$ cat config.mk
export PLATFORM = sky130hd
export DESIGN_NAME = negative_first_route_select
export DESIGN_NICKNAME = d
export VERILOG_FILES = /design/src/design/nfrs_pkg.sv /design/src/design/negative_first_route_select.sv
export SDC_FILE = /design/constraint.sdc
export NUM_CORES = 2
export LEC_CHECK = 0
export CORE_MARGIN = 5
export CORE_UTILIZATION = 59
export DETAILED_ROUTE_END_ITERATION = 8
export DONT_BUFFER_PORTS = 1
export GPL_ROUTABILITY_DRIVEN = 0
export PLACE_DENSITY = 0.86
export SYNTH_ARGS = -nofsm -noshare
export SYNTH_HDL_FRONTEND = slang
export SYNTH_SLANG_ARGS = --single-unit
$ cat constraint.sdc
create_clock -name clk_i -period 9.5 [get_ports clk_i]
set_clock_uncertainty 0.1 [all_clocks]
set_input_delay 0.95 -clock clk_i [delete_from_list [all_inputs] [get_ports clk_i]]
set_output_delay 0.95 -clock clk_i [all_outputs]
set_load 0.05 [all_outputs]
$ cat src/design/nfrs_pkg.sv
// Shared direction codes and divider constants for negative-first route selection.
package nfrs_pkg;

  typedef enum logic [2:0] {
    DIR_LEFT  = 3'd0,
    DIR_DOWN  = 3'd1,
    DIR_RIGHT = 3'd2,
    DIR_UP    = 3'd3,
    DIR_NONE  = 3'd4
  } dir_e;

  localparam int unsigned MASK_W     = 4;
  localparam int unsigned MASK_LEFT  = 0;
  localparam int unsigned MASK_DOWN  = 1;
  localparam int unsigned MASK_RIGHT = 2;
  localparam int unsigned MASK_UP    = 3;

  localparam int unsigned DIR_W      = 3;
  localparam int unsigned HASH_W     = 32;
  // Quotient of 0xFFFFFFFF by the distance sum, produced DIV_STEPS bits per stage
  localparam int unsigned QUO_W      = 32;
  localparam int unsigned DIV_STEPS  = 4;
  localparam int unsigned DIV_STAGES = QUO_W / DIV_STEPS;

endpackage

$ cat src/design/negative_first_route_select.sv
// Negative-first turn model route selection with a pipelined hash split.
//
//   channel | direction | handshake                 | payload
//   --------+-----------+---------------------------+-------------------------------------
//   in      | to block  | in_valid_i / in_stall_o   | cur_x_i cur_y_i dst_x_i dst_y_i
//           |           |                           | hash_value_i
//   out     | from block| out_valid_o / out_stall_i | legal_mask_o next_direction_o
//
// One item enters per cycle while in_stall_o is low. Each item passes a front register,
// then DIV_STAGES stages of the restoring divider that forms 0xFFFFFFFF / (dx + dy),
// DIV_STEPS quotient bits per stage, followed by one multiply stage and one compare stage.
// Reset clears only the valid bits; payload registers keep whatever they held.
// Each stage advances when its successor has room, so a stall at the output
// fills bubbles first and only then holds the input side.
module negative_first_route_select
  import nfrs_pkg::*;
#(
  parameter int unsigned COORD_BITS = 8
) (
  input  logic                  clk_i,
  input  logic                  rst_ni,
  input  logic                  in_valid_i,
  output logic                  in_stall_o,
  input  logic [COORD_BITS-1:0] cur_x_i,
  input  logic [COORD_BITS-1:0] cur_y_i,
  input  logic [COORD_BITS-1:0] dst_x_i,
  input  logic [COORD_BITS-1:0] dst_y_i,
  input  logic [HASH_W-1:0]     hash_value_i,
  output logic                  out_valid_o,
  input  logic                  out_stall_i,
  output logic [MASK_W-1:0]     legal_mask_o,
  output logic [DIR_W-1:0]      next_direction_o
);

  localparam int unsigned SUM_W  = COORD_BITS + 1;
  // Front stage plus the divider stages share one set of arrays
  localparam int unsigned NST    = DIV_STAGES + 1;
  localparam int unsigned PROD_W = COORD_BITS + QUO_W;

  // ---------------------------------------------------------------------------
  // Front: legal mask, distances, single-move direction
  // ---------------------------------------------------------------------------
  logic                  lt_x, gt_x, lt_y, gt_y, neg_c, two_c;
  logic [COORD_BITS-1:0] dx_c, dy_c;
  logic [SUM_W-1:0]      sum_c;
  logic [MASK_W-1:0]     mask_c;
  dir_e                  dpre_c;

  always_comb begin
    lt_x  = dst_x_i < cur_x_i;
    gt_x  = dst_x_i > cur_x_i;
    lt_y  = dst_y_i < cur_y_i;
    gt_y  = dst_y_i > cur_y_i;
    neg_c = lt_x | lt_y;
    mask_c             = '0;
    mask_c[MASK_LEFT]  = lt_x;
    mask_c[MASK_DOWN]  = lt_y;
    mask_c[MASK_RIGHT] = ~neg_c & gt_x;
    mask_c[MASK_UP]    = ~neg_c & gt_y;
    // Two legal moves are always left+down or right+up
    two_c = neg_c ? (lt_x & lt_y) : (gt_x & gt_y);
    dx_c  = lt_x ? (cur_x_i - dst_x_i) : (dst_x_i - cur_x_i);
    dy_c  = lt_y ? (cur_y_i - dst_y_i) : (dst_y_i - cur_y_i);
    sum_c = {1'b0, dx_c} + {1'b0, dy_c};
    priority if (mask_c[MASK_LEFT])  dpre_c = DIR_LEFT;
    else if (mask_c[MASK_DOWN])      dpre_c = DIR_DOWN;
    else if (mask_c[MASK_RIGHT])     dpre_c = DIR_RIGHT;
    else if (mask_c[MASK_UP])        dpre_c = DIR_UP;
    else                             dpre_c = DIR_NONE;
  end

  // ---------------------------------------------------------------------------
  // Stage arrays: index 0 is the front register, 1..DIV_STAGES the divider
  // ---------------------------------------------------------------------------
  logic                  p_valid_q [NST];
  logic                  p_rdy     [NST];
  logic [MASK_W-1:0]     p_mask_q  [NST];
  dir_e                  p_dpre_q  [NST];
  logic                  p_two_q   [NST];
  logic                  p_neg_q   [NST];
  logic [COORD_BITS-1:0] p_dy_q    [NST];
  logic [SUM_W-1:0]      p_sum_q   [NST];
  logic [HASH_W-1:0]     p_hash_q  [NST];
  logic [SUM_W-1:0]      p_rem_q   [NST];
  logic [QUO_W-1:0]      p_quo_q   [NST];

  // Multiply and output stages
  logic              mul_valid_q, mul_rdy;
  logic [MASK_W-1:0] mul_mask_q;
  dir_e              mul_dpre_q;
  logic              mul_two_q, mul_neg_q;
  logic [HASH_W-1:0] mul_hash_q;
  logic [PROD_W-1:0] mul_prod_q;

  logic              out_valid_q, out_rdy;
  logic [MASK_W-1:0] out_mask_q;
  dir_e              out_dir_q;

  // Ready chain: a stage takes new data when empty or when it moves on itself
  assign out_rdy = ~out_valid_q | ~out_stall_i;
  assign mul_rdy = ~mul_valid_q | out_rdy;

  always_comb begin
    p_rdy[NST-1] = ~p_valid_q[NST-1] | mul_rdy;
    for (int k = NST - 2; k >= 0; k--) begin
      p_rdy[k] = ~p_valid_q[k] | p_rdy[k+1];
    end
  end

  assign in_stall_o = ~p_rdy[0];

  // Front register
  always_ff @(posedge clk_i or negedge rst_ni) begin
    if (!rst_ni) begin
      p_valid_q[0] <= 1'b0;
    end else if (p_rdy[0]) begin
      p_valid_q[0] <= in_valid_i;
    end
  end

  always_ff @(posedge clk_i) begin
    if (p_rdy[0] && in_valid_i) begin
      p_mask_q[0] <= mask_c;
      p_dpre_q[0] <= dpre_c;
      p_two_q[0]  <= two_c;
      p_neg_q[0]  <= neg_c;
      p_dy_q[0]   <= dy_c;
      p_sum_q[0]  <= sum_c;
      p_hash_q[0] <= hash_value_i;
      p_rem_q[0]  <= '0;
      p_quo_q[0]  <= '0;
    end
  end

  // ---------------------------------------------------------------------------
  // Restoring divider: the dividend is all ones, so shift in a one each step
  // ---------------------------------------------------------------------------
  for (genvar k = 1; k < NST; k++) begin : g_div
    logic [SUM_W-1:0] rem_c;
    logic [QUO_W-1:0] quo_c;
    logic [SUM_W:0]   trial;

    always_comb begin
      rem_c = p_rem_q[k-1];
      quo_c = p_quo_q[k-1];
      trial = '0;
      for (int j = 0; j < DIV_STEPS; j++) begin
        trial = {rem_c, 1'b1};
        if (trial >= {1'b0, p_sum_q[k-1]}) begin
          trial = trial - {1'b0, p_sum_q[k-1]};
          quo_c = {quo_c[QUO_W-2:0], 1'b1};
        end else begin
          quo_c = {quo_c[QUO_W-2:0], 1'b0};
        end
        rem_c = trial[SUM_W-1:0];
      end
    end

    always_ff @(posedge clk_i or negedge rst_ni) begin
      if (!rst_ni) begin
        p_valid_q[k] <= 1'b0;
      end else if (p_rdy[k]) begin
        p_valid_q[k] <= p_valid_q[k-1];
      end
    end

    always_ff @(posedge clk_i) begin
      if (p_rdy[k] && p_valid_q[k-1]) begin
        p_mask_q[k] <= p_mask_q[k-1];
        p_dpre_q[k] <= p_dpre_q[k-1];
        p_two_q[k]  <= p_two_q[k-1];
        p_neg_q[k]  <= p_neg_q[k-1];
        p_dy_q[k]   <= p_dy_q[k-1];
        p_sum_q[k]  <= p_sum_q[k-1];
        p_hash_q[k] <= p_hash_q[k-1];
        p_rem_q[k]  <= rem_c;
        p_quo_q[k]  <= quo_c;
      end
    end
  end

  // ---------------------------------------------------------------------------
  // Split weight: dy * quotient
  // ---------------------------------------------------------------------------
  always_ff @(posedge clk_i or negedge rst_ni) begin
    if (!rst_ni) begin
      mul_valid_q <= 1'b0;
    end else if (mul_rdy) begin
      mul_valid_q <= p_valid_q[NST-1];
    end
  end

  always_ff @(posedge clk_i) begin
    if (mul_rdy && p_valid_q[NST-1]) begin
      mul_mask_q <= p_mask_q[NST-1];
      mul_dpre_q <= p_dpre_q[NST-1];
      mul_two_q  <= p_two_q[NST-1];
      mul_neg_q  <= p_neg_q[NST-1];
      mul_hash_q <= p_hash_q[NST-1];
      mul_prod_q <= {{QUO_W{1'b0}}, p_dy_q[NST-1]} * {{COORD_BITS{1'b0}}, p_quo_q[NST-1]};
    end
  end

  // ---------------------------------------------------------------------------
  // Compare hash against the weight and pick the move
  // ---------------------------------------------------------------------------
  logic hit_c;
  dir_e dir_c;

  always_comb begin
    hit_c = {{COORD_BITS{1'b0}}, mul_hash_q} < mul_prod_q;
    if (mul_two_q) begin
      if (hit_c) dir_c = mul_neg_q ? DIR_DOWN : DIR_UP;
      else       dir_c = mul_neg_q ? DIR_LEFT : DIR_RIGHT;
    end else begin
      dir_c = mul_dpre_q;
    end
  end

  always_ff @(posedge clk_i or negedge rst_ni) begin
    if (!rst_ni) begin
      out_valid_q <= 1'b0;
    end else if (out_rdy) begin
      out_valid_q <= mul_valid_q;
    end
  end

  always_ff @(posedge clk_i) begin
    if (out_rdy && mul_valid_q) begin
      out_mask_q <= mul_mask_q;
      out_dir_q  <= dir_c;
    end
  end

  assign out_valid_o      = out_valid_q;
  assign legal_mask_o     = out_mask_q;
  assign next_direction_o = out_dir_q;

endmodule

==> out/results.ini <==
[synth]
seq_area_frac_synth_pct=51.9
synth.most_common_cell=edfxtp_1
async_reset_ff_share_pct=1.34
synthAdderAreaFrac_pct=19.1
synth_area_leader_cell=edfxtp_1
synth-simple-area-share_pct=9.12
synth_top_family_by_area=adder cells
synth_edf_count=808
synthMuxAreaShare_pct=4.01
synth_ff_type=edfxtp_1
syn-num-nets=4403
yosysUniqueCellTypes=78
synth_common_cells=edfxtp_1 (808), inv_1 (440), ha_1 (378)
synth-xor-area-share_pct=3.45
avgSynthCellArea_um2=12.6
yosys.area.top_type_share_pct=51.3
yosysWarnings=0
synth-seq-cells=819
synth_compound_area_share_pct=8.43
syn_inst=3742
synth_area_um2=47300
synth_area_leaders=edfxtp_1 (51%), ha_1 (10%), fa_1 (9.1%)

[clock_tree]
cts_tree=yes
htreeDepth=3
clockBufferDepth=3
clkLatencyLatePin_ns=0.64
clock_sinks=819
numCtsBuffers=77
clk_pin_slew_worst_paths_ns=0.06
clock-root-buffer=clkbuf_16

[timing]
fmax_mhz=108
setup_violations=0
period_share_pct=97.4
max-slew-margin-rel_pct=23.8
final_max_slew_viol_count=0
layout_setup_ws_ns=0.250
min_period_ns=9.25
worst_slew_pin_slew_ns=1.14
hold_viol=0

[grt]
grtUsageMet2_pct=41.7
grt_antenna_before_repair=3
grt_pass1_vias=31500
grt-ovfl-total=0
grt_pass1_wl_mm=166
grtUsageTotal_pct=24.0
use_met3_pct=4.04
grt_max_degree=82
grt.met1_usage_pct=29.3
grt-busiest-layer=met2

[worst_setup_path]
crit_top_cell=ha_1
cp_slowest_stage_delay_ns=0.52
critPathMaxFanout=10
critPathSlowestCell=edfxtp_1
cp-start-kind=flop
critical-path-top-delay-family=compound AO/OA/AOI/OAI gates
arrival_ns=9.52
crit_required_ns=9.77
crit_buf_inv=5
cp-end-kind=flop
worstSetupPathType=reg2reg

[final_layout]
instances_no_fill=4937
fillers=5239
drive_gt1_share_pct=9.50
area_growth_pct=9.29
nets=4486
layout.area.seq_um2=24500
multiInputGateArea_um2=21100
final_core_util_pct=65.2

[placed_design]
place_inst=4780
portBuffers=0
dp_slack_ns=0.0682
hpwl_mm=67.3

[drt]
num_vias=29900
post_drt_wl_per_cell_um=21.1
route.detailed.drc=0
wl_mm=104
detail-route-antenna-nets=0
first_pass_iters=6
drtIter0Drc=2769
drt-vias-per-instance=6.06

[run_status]
outcome=completed

[run]
maxCapViolCount=0

[hold_path]
min_path_type=in2reg

[floorplan]
rows=103
die_w_um=293
floorplan.initialDensity_pct=59.6
die-area_um2=85900
pin_count=77
die_h_um=293
core_area_um2=79300

-- flip-flops by register name (all words and copies together), names as in the netlist, 27 cells and up --
signal / flops
p_quo_q: 144
mul_hash_q: 32
p_hash_q: 288
p_sum_q: 72
p_rem_q: 63
mul_prod_q: 40
p_mask_q: 36
p_dy_q: 72
p_dpre_q: 27
-- path summary, 6_finish.rpt --
check                      cells past startpoint             start  slack, ns         endpoint
setup / recovery                              41    p_sum_q[0][20]       0.25   p_rem_q[0][29]
hold / removal                                 0  hash_value_i[25]       0.30  p_hash_q[0][25]
setup reg to reg                              41    p_sum_q[0][20]       0.25   p_rem_q[0][29]
hold reg to reg                                0    p_quo_q[0][96]       0.31    p_quo_q[1][4]
max in group asynchronous                      1            rst_ni       8.30      out_valid_o
min in group asynchronous                      1            rst_ni       0.64     p_valid_q[2]
-- cells in the final DEF, fill, tap and decap left out, types with 12 or more instances in the layout --
cell type | synthesis | final
clkinv_1 | 2 | 16
a21boi_0 | 20 | 18
nand4_1 | 62 | 62
mux2_2 | 123 | 123
o21bai_1 | 39 | 39
o21ai_0 | 127 | 113
buf_4 | 2 | 53
nand2_1 | 275 | 273
edfxtp_1 | 808 | 808
fa_1 | 215 | 215
xnor2_1 | 124 | 124
o21a_1 | 40 | 40
o31ai_1 | 14 | 12
and2_1 | 139 | 132
inv_1 | 440 | 433
nand3_1 | 26 | 26
o21ai_1 | 3 | 14
nor2_1 | 160 | 159
nor3_1 | 22 | 22
ha_1 | 378 | 378
clkbuf_16 | 0 | 79
mux2i_1 | 44 | 37
a21oi_1 | 184 | 181
or2_2 | 13 | 13
a21o_1 | 80 | 80
nand2b_1 | 44 | 43
xor2_1 | 62 | 62
clkbuf_1 | 41 | 12
nor2b_1 | 69 | 65
-- cell families (layout without fill, tap and decap cells) --
logic type / Yosys count / count (layout)
flops: 819 / 819
compound gates: 616 / 616
mux: 171 / 171
other cells: 0 / 3
simple gates: 860 / 860
fa+ha+maj: 593 / 593
buf+inv: 497 / 639
xor+xnor: 186 / 186
-- worst register-to-register path, delay by kind of cell, from the launching register on --
family / cells / cell delay (ns)
DFF: 1 / 0.52
AOI/OAI and AO/OA: 19 / 4.12
buffers and inverters: 5 / 0.53
and+or+nand+nor: 9 / 1.32
adders and majority gates: 4 / 1.18
muxes: 4 / 1.25
-- final cells by class --
class                   instances  area share [%]
diodes                          3          0.0145
clock buffers                  91            3.91
clock inverters                47            1.11
inverters                     445            3.25
multi-input cells            2426            40.8
flip-flops and latches        819            47.5
well taps                    1050            2.54
repair buffers                 56           0.850
-- through the flow --
stage | hold slack (ns) | area [µm²] | TNS, ns
floorplan | 0.300 | 47300 | 0
CTS | 0.279 | 51300 | 0
detailed placement | 0.305 | 48700 | 0
finish | 0.304 | 51700 | 0
global placement | 0.301 | 48700 | 0
global route | 0.274 | 51700 | -1.06
-- timing repair --
| item | in CTS | in global routing |
|---|---|---|
| hold buffers | 1 | 0 |
| buffers inserted | 0 | 15 |
| pin swaps | 0 | 4 |
| endpoints found under the hold margin | 11 | 0 |
| gates resized for setup | 5 | 62 |
| setup endpoints to repair | 18 | 68 |
-- per-layer routing --
| metal | part of all wire [%] | vias to the layer above |
|---|---|---|
| met2 | 50 | 1455 |
| met5 | 0 | - |
| met3 | 6.8 | 451 |
| met4 | 5.6 | 0 |
| met1 | 37 | 14600 |
| li1 | - | 13500 |
Power is not shown: default switching activity piles up to over one toggle a cycle in this logic, so the estimate is an artifact.
